<file path="config.mk">
export PLATFORM = sky130hd
export DESIGN_NAME = lph_hash
export DESIGN_NICKNAME = d
export VERILOG_FILES = /design/src/design/lph_pkg.sv /design/src/design/lph_hash.sv
export SDC_FILE = /design/constraint.sdc
export NUM_CORES = 2
export LEC_CHECK = 0
export ABC_CLOCK_PERIOD_IN_PS = 10900
export BUFFER_PORTS_ARGS = -buffer_cell sky130_fd_sc_hd__buf_2
export CAP_MARGIN = 15
export CORE_ASPECT_RATIO = 0.5
export CORE_MARGIN = 4
export CORE_UTILIZATION = 53
export CTS_CLUSTER_DIAMETER = 120
export CTS_CLUSTER_SIZE = 14
export DETAILED_ROUTE_END_ITERATION = 10
export PLACE_DENSITY = 0.79
export SYNTH_ARGS = -nofsm -noshare
export SYNTH_HDL_FRONTEND = slang
export SYNTH_SLANG_ARGS = --single-unit
</file>
<file path="constraint.sdc">
create_clock -name clk -period 10.9 [get_ports clk]
set_input_delay 0 -clock clk [delete_from_list [all_inputs] [get_ports clk]]
set_output_delay 0 -clock clk [all_outputs]
set_load 0.02 [all_outputs]
</file>
<file path="src/design/lph_pkg.sv">
`default_nettype none

package lph_pkg;

    // Request codes.
    localparam logic [1:0] KIND_GET    = 2'd0;
    localparam logic [1:0] KIND_SET    = 2'd1;
    localparam logic [1:0] KIND_HAS    = 2'd2;
    localparam logic [1:0] KIND_REMOVE = 2'd3;

    // Hash finalizer constants.
    localparam logic [63:0] MIX_C1 = 64'hbf58476d1ce4e5b9;
    localparam logic [63:0] MIX_C2 = 64'h94d049bb133111eb;
    localparam int          MIX_S0 = 30;
    localparam int          MIX_S1 = 27;
    localparam int          MIX_S2 = 31;

    // One slot of the table as it sits in memory.
    typedef struct packed {
        logic        used;
        logic [63:0] key;
        logic [63:0] value;
    } entry_t;

endpackage

`default_nettype wire

</file>
<file path="src/design/lph_hash.sv">
`default_nettype none

module lph_hash
    import lph_pkg::*;
#(
    parameter int SLOTS = 256,
    parameter int IDX_W = 8
)
(
    input  wire logic             clk,
    input  wire logic             rst_n,
    input  wire logic             start,
    input  wire logic [63:0]      key,
    output logic                  done,
    output logic [IDX_W-1:0]      slot
);

    localparam logic [1:0] H_IDLE = 2'd0;
    localparam logic [1:0] H_MUL  = 2'd1;
    localparam logic [1:0] H_MOD  = 2'd2;
    localparam logic [1:0] H_FIX  = 2'd3;
    localparam bit IS_POW2 = (SLOTS & (SLOTS - 1)) == 0;
    // Floor of 2^64 / SLOTS; the quotient it yields is low by at most one.
    localparam logic [63:0] RECIP = 64'hFFFF_FFFF_FFFF_FFFF / 64'(SLOTS);
    localparam logic [IDX_W:0] MOD_S = (IDX_W+1)'(SLOTS);

    logic [1:0]       state_reg, state_next;
    logic             round_reg, round_next;
    logic [1:0]       sub_reg, sub_next;
    logic [63:0]      v_reg, v_next;
    logic [63:0]      acc_reg, acc_next;
    logic [63:0]      prod_reg;
    logic [127:0]     wide_reg, wide_next;
    logic [IDX_W:0]   quot_reg, quot_next;
    logic [IDX_W-1:0] slot_reg, slot_next;
    logic             done_reg, done_next;

    logic [31:0]      mul_a, mul_c;
    logic [63:0]      cst, sum, mixed;
    logic [127:0]     wide_add, wide_sum;
    logic [IDX_W:0]   back, trial;

    // One 32x32 multiplier builds the low half of each 64-bit product
    // from three partial products. For a slot count that is not a power of
    // two it also builds the high half of the hash times the reciprocal
    // from four partial products, which gives the quotient.
    always_comb
    begin
        cst   = (state_reg == H_MOD) ? RECIP : (round_reg ? MIX_C2 : MIX_C1);
        mul_a = sub_reg[1] ? v_reg[63:32] : v_reg[31:0];
        mul_c = sub_reg[0] ? cst[63:32] : cst[31:0];
        sum   = acc_reg + {prod_reg[31:0], 32'd0};
        mixed = round_reg ? (sum ^ (sum >> MIX_S2)) : (sum ^ (sum >> MIX_S1));
        priority if (state_reg == H_FIX)
        begin
            wide_add = {prod_reg, 64'd0};
        end
        else if (sub_reg == 2'd1)
        begin
            wide_add = {64'd0, prod_reg};
        end
        else
        begin
            wide_add = {32'd0, prod_reg, 32'd0};
        end
        wide_sum = wide_reg + wide_add;
        // Only the low bits of hash minus quotient times SLOTS are needed,
        // since the difference is below twice SLOTS.
        back  = (IDX_W+1)'(quot_reg * MOD_S);
        trial = v_reg[IDX_W:0] - back;
        if (trial >= MOD_S)
        begin
            trial = trial - MOD_S;
        end
    end

    always_comb
    begin
        state_next = state_reg;
        round_next = round_reg;
        sub_next   = sub_reg;
        v_next     = v_reg;
        acc_next   = acc_reg;
        wide_next  = wide_reg;
        quot_next  = quot_reg;
        slot_next  = slot_reg;
        done_next  = 1'b0;
        unique case (state_reg)
            H_IDLE:
            begin
                if (start)
                begin
                    v_next     = key ^ (key >> MIX_S0);
                    round_next = 1'b0;
                    sub_next   = 2'd0;
                    state_next = H_MUL;
                end
            end
            H_MUL:
            begin
                sub_next = sub_reg + 2'd1;
                unique case (sub_reg)
                    2'd0: acc_next = acc_reg;
                    2'd1: acc_next = prod_reg;
                    2'd2: acc_next = sum;
                    default:
                    begin
                        v_next = mixed;
                        if (!round_reg)
                        begin
                            round_next = 1'b1;
                        end
                        else if (IS_POW2)
                        begin
                            slot_next  = mixed[IDX_W-1:0];
                            done_next  = 1'b1;
                            state_next = H_IDLE;
                        end
                        else
                        begin
                            wide_next  = '0;
                            state_next = H_MOD;
                        end
                    end
                endcase
            end
            H_MOD:
            begin
                sub_next = sub_reg + 2'd1;
                if (sub_reg != 2'd0)
                begin
                    wide_next = wide_sum;
                end
                if (sub_reg == 2'd3)
                begin
                    state_next = H_FIX;
                end
            end
            H_FIX:
            begin
                sub_next = sub_reg + 2'd1;
                if (sub_reg == 2'd0)
                begin
                    quot_next = wide_sum[64+IDX_W:64];
                end
                else
                begin
                    slot_next  = trial[IDX_W-1:0];
                    done_next  = 1'b1;
                    state_next = H_IDLE;
                end
            end
        endcase
    end

    always_ff @(posedge clk or negedge rst_n)
    begin
        if (!rst_n)
        begin
            state_reg <= H_IDLE;
            done_reg  <= 1'b0;
        end
        else
        begin
            state_reg <= state_next;
            done_reg  <= done_next;
        end
    end

    always_ff @(posedge clk)
    begin
        round_reg <= round_next;
        sub_reg   <= sub_next;
        v_reg     <= v_next;
        acc_reg   <= acc_next;
        wide_reg  <= wide_next;
        quot_reg  <= quot_next;
        slot_reg  <= slot_next;
        prod_reg  <= mul_a * mul_c;
    end

    assign done = done_reg;
    assign slot = slot_reg;

endmodule

`default_nettype wire

</file>
Yosys cells after proc, flatten, opt, wreduce, memory -nomap -nowiden
Index checks and enable logic that the tools add are counted.
{"block": "classes", "reduce_logical": 14, "n_mux": 31, "n_bitwise": 3, "n_addsub": 5, "mul": 1, "magnitude_cmp": 1, "n_eq_ne": 11}
{"op": "2-to-1 mux 64 bit", "count": 4}
{"op": "case mux 64 bit (2 select lines)", "count": 2}
{"op": "adder 128 bit", "count": 1}
{"op": "2-to-1 mux 128 bit", "count": 1}
{"op": "2-to-1 mux 96 bit", "count": 1}
{"op": "adder 64 bit", "count": 1}
{"op": "multiplier 32 x 32 -> 64 bit", "count": 1}
{"op": "2-to-1 mux 32 bit", "count": 2}
{"op": "bitwise XOR 64 x 33 -> 64 bit", "count": 1}
{"op": "bitwise XOR 64 x 34 -> 64 bit", "count": 1}
{"op": "bitwise XOR 64 x 37 -> 64 bit", "count": 1}
{"op": "2-to-1 mux 62 bit", "count": 1}
{"op": "2-to-1 mux 8 bit", "count": 4}
{"op": "case mux 8 bit (2 select lines)", "count": 1}
{"op": "2-to-1 mux 2 bit", "count": 6}
{"op": "greater-or-equal comparator 9 bit (second input constant)", "count": 1}
{"op": "subtractor 9 bit", "count": 1}
{"op": "== test 2 bit (second input constant)", "count": 4}
{"op": "inequality test 2 bit (second input constant)", "count": 4}
{"op": "case mux 2 bit (4 select lines)", "count": 1}
{"op": "nonzero test 2 bit", "count": 4}
{"op": "subtractor 8 x 1 -> 8 bit (second input constant)", "count": 1}
{"op": "AND reduction 2 bit", "count": 3}
{"op": "OR reduction 3 bit", "count": 2}
{"op": "other kinds (10)", "count": 17}
{"block": "word_totals", "word_cells": 76, "ff_bits": 335, "in_bits": 67}

Depth between registers and ports, before layout
{"block": "depth", "depth_word": 6, "depth_mapped": 37}

Worst setup path before layout
No wires, ideal clock.
{"block": "synth_timing", "kind": "reg-to-reg", "from": "register sub_reg[1]", "to": "register prod_reg[51]", "setup_time_ns": 0.127, "path_slack_ns": 1.939, "stages_incl_launch_ff": 33, "synth_period_minus_slack_ns": 8.961, "arrival_time_ns": 8.835, "path_buffers": 4, "path_cell_list": "edfxtp_1 -> clkbuf_1 -> clkbuf_1 -> buf_1 -> mux2_2 -> clkinv_1 -> nor2_1 -> nand2_1 -> fa_1 -> inv_1 -> fa_1 -> inv_1 -> fa_1 -> inv_1 -> fa_1 -> inv_1 -> fa_1 -> inv_1 -> fa_1 -> fa_1 -> fa_1 -> ha_1 -> clkbuf_1 -> a21oi_1 -> o21ai_0 -> o31a_1 -> a311o_1 -> a22o_1 -> o21ai_1 -> o21ai_0 -> nor2_1 -> o21ai_0 -> xor2_1"}
{"block": "synth_via", "elab_chain_cells": 2}
{"element": "start, declared", "line_no": "lph_hash.sv:29", "source": "logic [1:0] sub_reg, sub_next;"}
{"element": "start signal, assigned", "line_no": "lph_hash.sv:173", "source": "sub_reg <= sub_next;"}
{"element": "2-to-1 mux 32 bit", "line_no": "lph_hash.sv:50", "source": "mul_a = sub_reg[1] ? v_reg[63:32] : v_reg[31:0];"}
{"element": "multiplier 32 x 32 -> 64 bit", "line_no": "lph_hash.sv:179", "source": "prod_reg <= mul_a * mul_c;"}
{"element": "end signal, assigned", "line_no": "lph_hash.sv:179"}
{"element": "end, declared", "line_no": "lph_hash.sv:32", "source": "logic [63:0] prod_reg;"}
Every way passes these cells.
A chain may end at the register's enable or synchronous reset.

Final worst setup path
{"block": "layout_timing", "from": "register state_reg[0]", "to": "register prod_reg[63]"}
{"block": "layout_via", "elab_chain_cells": 4}
{"element": "start, declared", "line_no": "lph_hash.sv:27", "source": "logic [1:0] state_reg, state_next;"}
{"element": "start signal, assigned", "line_no": "lph_hash.sv:165", "source": "state_reg <= state_next;"}
{"element": "== test 2 bit", "line_no": "lph_hash.sv:49", "source": "cst = (state_reg == H_MOD) ? RECIP : (round_reg ? MIX_C2 : MIX_C1);"}
{"element": "2-to-1 mux 64 bit", "line_no": "lph_hash.sv:49"}
{"element": "2-to-1 mux 32 bit", "line_no": "lph_hash.sv:51", "source": "mul_c = sub_reg[0] ? cst[63:32] : cst[31:0];"}
{"element": "multiplier 32 x 32 -> 64 bit", "line_no": "lph_hash.sv:179"}
Every way passes these cells.

==> flow_summary_export.csv <==
group,metric,value,unit
placed_design,gp_congestion,1.125,
critical_path,worstPathMaxFanout,16,
critical_path,reg2reg_depth,30,
clocking,clk_path_buf_depth,3,
critical_path,timing.rr.end,"prod_reg[63]",
critical_path,worst_path_max_delay_cell,"nor3_1",
clocking,clkLatencyLatePin,0.51,ns
clocking,htreeDepth,1,
yosys,synth.most_common_cell,"inv_1",
timing,worst_hold_slack,0.008972,ns
yosys,yosysWarnings,0,
yosys,synth_commonest_cells,"inv_1, fa_1, nor2_1",
critical_path,crit_path_end_kind,"register",
critical_path,cp.arrival,10.82,ns
placed_design,hpwl,130100,um
critical_path,r2r_slack,0.48,ns
critical_path,path_depth,30,
timing,setup_viol,0,
timing,fin_crit,10.42,ns
yosys,synth_seq_cells,206,
global_route,use_met2,0.5110,
clocking,cts-root-buf,"clkbuf_16",
critical_path,start_kind,"register",
floorplanning,rows,72,
yosys,synth_top_area_frac,0.4168,
yosys,synth_top_area_cell,"fa_1",
yosys,syn_area_per_cell,9.443,sq um
outcome,status,"completed",
timing,slew_violations,0,
yosys,ys.flop_type,"edfxtp_1",
timing,fmax,95.97,MHz
detailed_routing,drt_iter0_markers,4801,
detailed_routing,drt_wl_total,156000,um
yosys,netlist_top_cells_area,"fa_1, ha_1, edfxtp_1, inv_1, nor2_1",
global_route,overflow,0,
timing,slew_headroom,0.2933,
detailed_routing,post_drt_wl_per_cell,28.23,um
global_route,grt_pass1_vias,34100,
yosys,synthCells,4384,
timing,rsz0062_at_grt,"no",
timing,worstMarginPinSlew,1.054,ns
timing,fin_skew,0.02562,ns
critical_path,slowest_delay,0.84,ns
clocking,numClockSinks,206,
clocking,cts_tree,"built",
yosys,syn_nets,5649,
timing,fin_tns_setup,0,ns
floorplanning,dieArea,82920,sq um
timing,hold_viol,0,
critical_path,worstSetupPathType,"reg2reg",
finish,fill_cells,6792,
critical_path,worst_path_most_repeated_cell,"fa_1",
placed_design,io_buffers,75,
yosys,synth_edf_count,139,
clocking,cts_buffers,18,
critical_path,crit_family,"adder cells",
finish,design_area,44340,sq um
finish,area_growth,7.111,%
floorplanning,start_util,0.5356,
yosys,postSynth.asyncResetShare,0.01456,
floorplanning,die_w,403.3,um
clocking,path_clk_slew,0.08,ns
global_route,grt_first_pass_wirelength,227800,um
timing,fin_ws,0.4806,ns
min_path,hold_start,"key[25]",
detailed_routing,drc,0,
min_path,min_to,"v_reg[25]",
finish,ff_latch_area,5530,sq um
global_route,antenna_found_initial,8,
finish,fin_nets,5738,
detailed_routing,dr.pass1.iters,7,
yosys,ys_seq_area_frac,0.1336,
floorplanning,die-height,205.6,um
critical_path,cp.required,11.30,ns
floorplanning,io_pins,76,
global_route,top_usage_layer,"met1",
finish,multiInputGateArea,31500,sq um
finish,drive_gt1_frac,0.06823,
global_route,grtUsageTotal,0.3812,
critical_path,r2r_start,"state_reg[0]",
critical_path,critPathBufInv,7,
global_route,gr-usage-met3,0.2030,
global_route,use_met1,0.5232,
yosys,syn_area,41400,sq um
detailed_routing,drt.antenna.violating_nets,0,
min_path,hold_class,"in2reg",
detailed_routing,viasPerCell,5.971,
run,cap_viol_max_count,0,
placed_design,pre_cts_ws,0.9738,ns
min_path,min_delay_path_depth,4,
clocking,post-cts-setup-buffers,0,
timing,period_share,0.9559,
global_route,grt_start_max_net_pins,69,
floorplanning,coreArea,77290,sq um
detailed_routing,vias,32990,
placed_design,placed_cell_area,43210,sq um
yosys,synth.distinct_cells,78,
==> metal layers <==
metal	up-vias	wire (um)
li1	13540	-
met1	16410	60990
met2	2602	60330
met3	424	27820
met4	10	6712
met5	-	129
==> metrics by stage <==
stage          cells  utilization
5_1_grt         5522       0.5736
3_5_place_dp    5429       0.5590
6_report        5526       0.5737
2_1_floorplan   4384            -
3_3_place_gp    5429       0.5590
4_1_cts         5521       0.5735
==> worst reg2reg max path: cells and delay by family, from the launching register on <==
kind / cells / cell delay (ns)
DFF: 1 / 0.47
adders and majority gates: 9 / 4.53
AOI/OAI and AO/OA: 3 / 0.87
buffers and inverters: 7 / 0.96
and+or+nand+nor: 11 / 3.46
==> repair_timing <==
item                                   4_1_cts  5_1_grt
endpoints found under the hold margin       59        0
resized for setup                            0        0
hold buffers                                60        0
==> final cells by class <==
class	instances	area share
timing repair buffer	230	0.03866
clock inverter	1	0.0001129
sequential	206	0.1247
antenna	5	0.0002822
tap	1036	0.02923
clock buffer	31	0.01174
inverter	1004	0.08499
multi-input combinational	3013	0.7103
==> kinds of logic after synthesis <==
logic type      Yosys count  share of synthesized area
xor+xnor                178                    0.03766
fa+ha+maj              1198                     0.5184
simple gates           1123                     0.1177
mux                      90                    0.02336
flops                   206                     0.1336
compound gates          424                    0.06241
buf+inv                1165                     0.1070
==> layout by cell type (no fill, tap or decap), types with 6 or more instances in the layout <==
cell	count
inv_1	990
fa_1	862
nor2_1	448
nand2_1	383
ha_1	332
edfxtp_1	139
a21oi_1	138
o21ai_0	126
buf_4	93
xnor2_1	90
xor2_1	88
buf_2	75
dfxtp_1	64
dlygate4sd3_1	60
nor3_1	54
mux2_2	53
nand2b_1	51
a21o_1	45
nor2b_1	43
mux2i_1	35
and2_1	27
or2_2	25
nand3_1	23
nand4_1	21
o21bai_1	19
clkbuf_16	19
clkbuf_1	12
o21a_1	11
and3_1	10
a211oi_1	9
o211ai_1	8
a31oi_1	8
clkinv_1	7
inv_2	7
nor4_1	6
==> how the worst max path moves through the flow <==
stage            startpoint            to
3_5_place_dp   state_reg[0]  prod_reg[63]
6_report       state_reg[0]  prod_reg[63]
2_1_floorplan    sub_reg[1]  prod_reg[51]
5_1_grt        state_reg[0]  prod_reg[63]
4_1_cts        state_reg[0]  prod_reg[63]
3_3_place_gp   state_reg[0]  prod_reg[63]
Power is left out: the tool's default activity adds up to more than one toggle a clock period on the data nets, which glitch-free logic cannot reach.
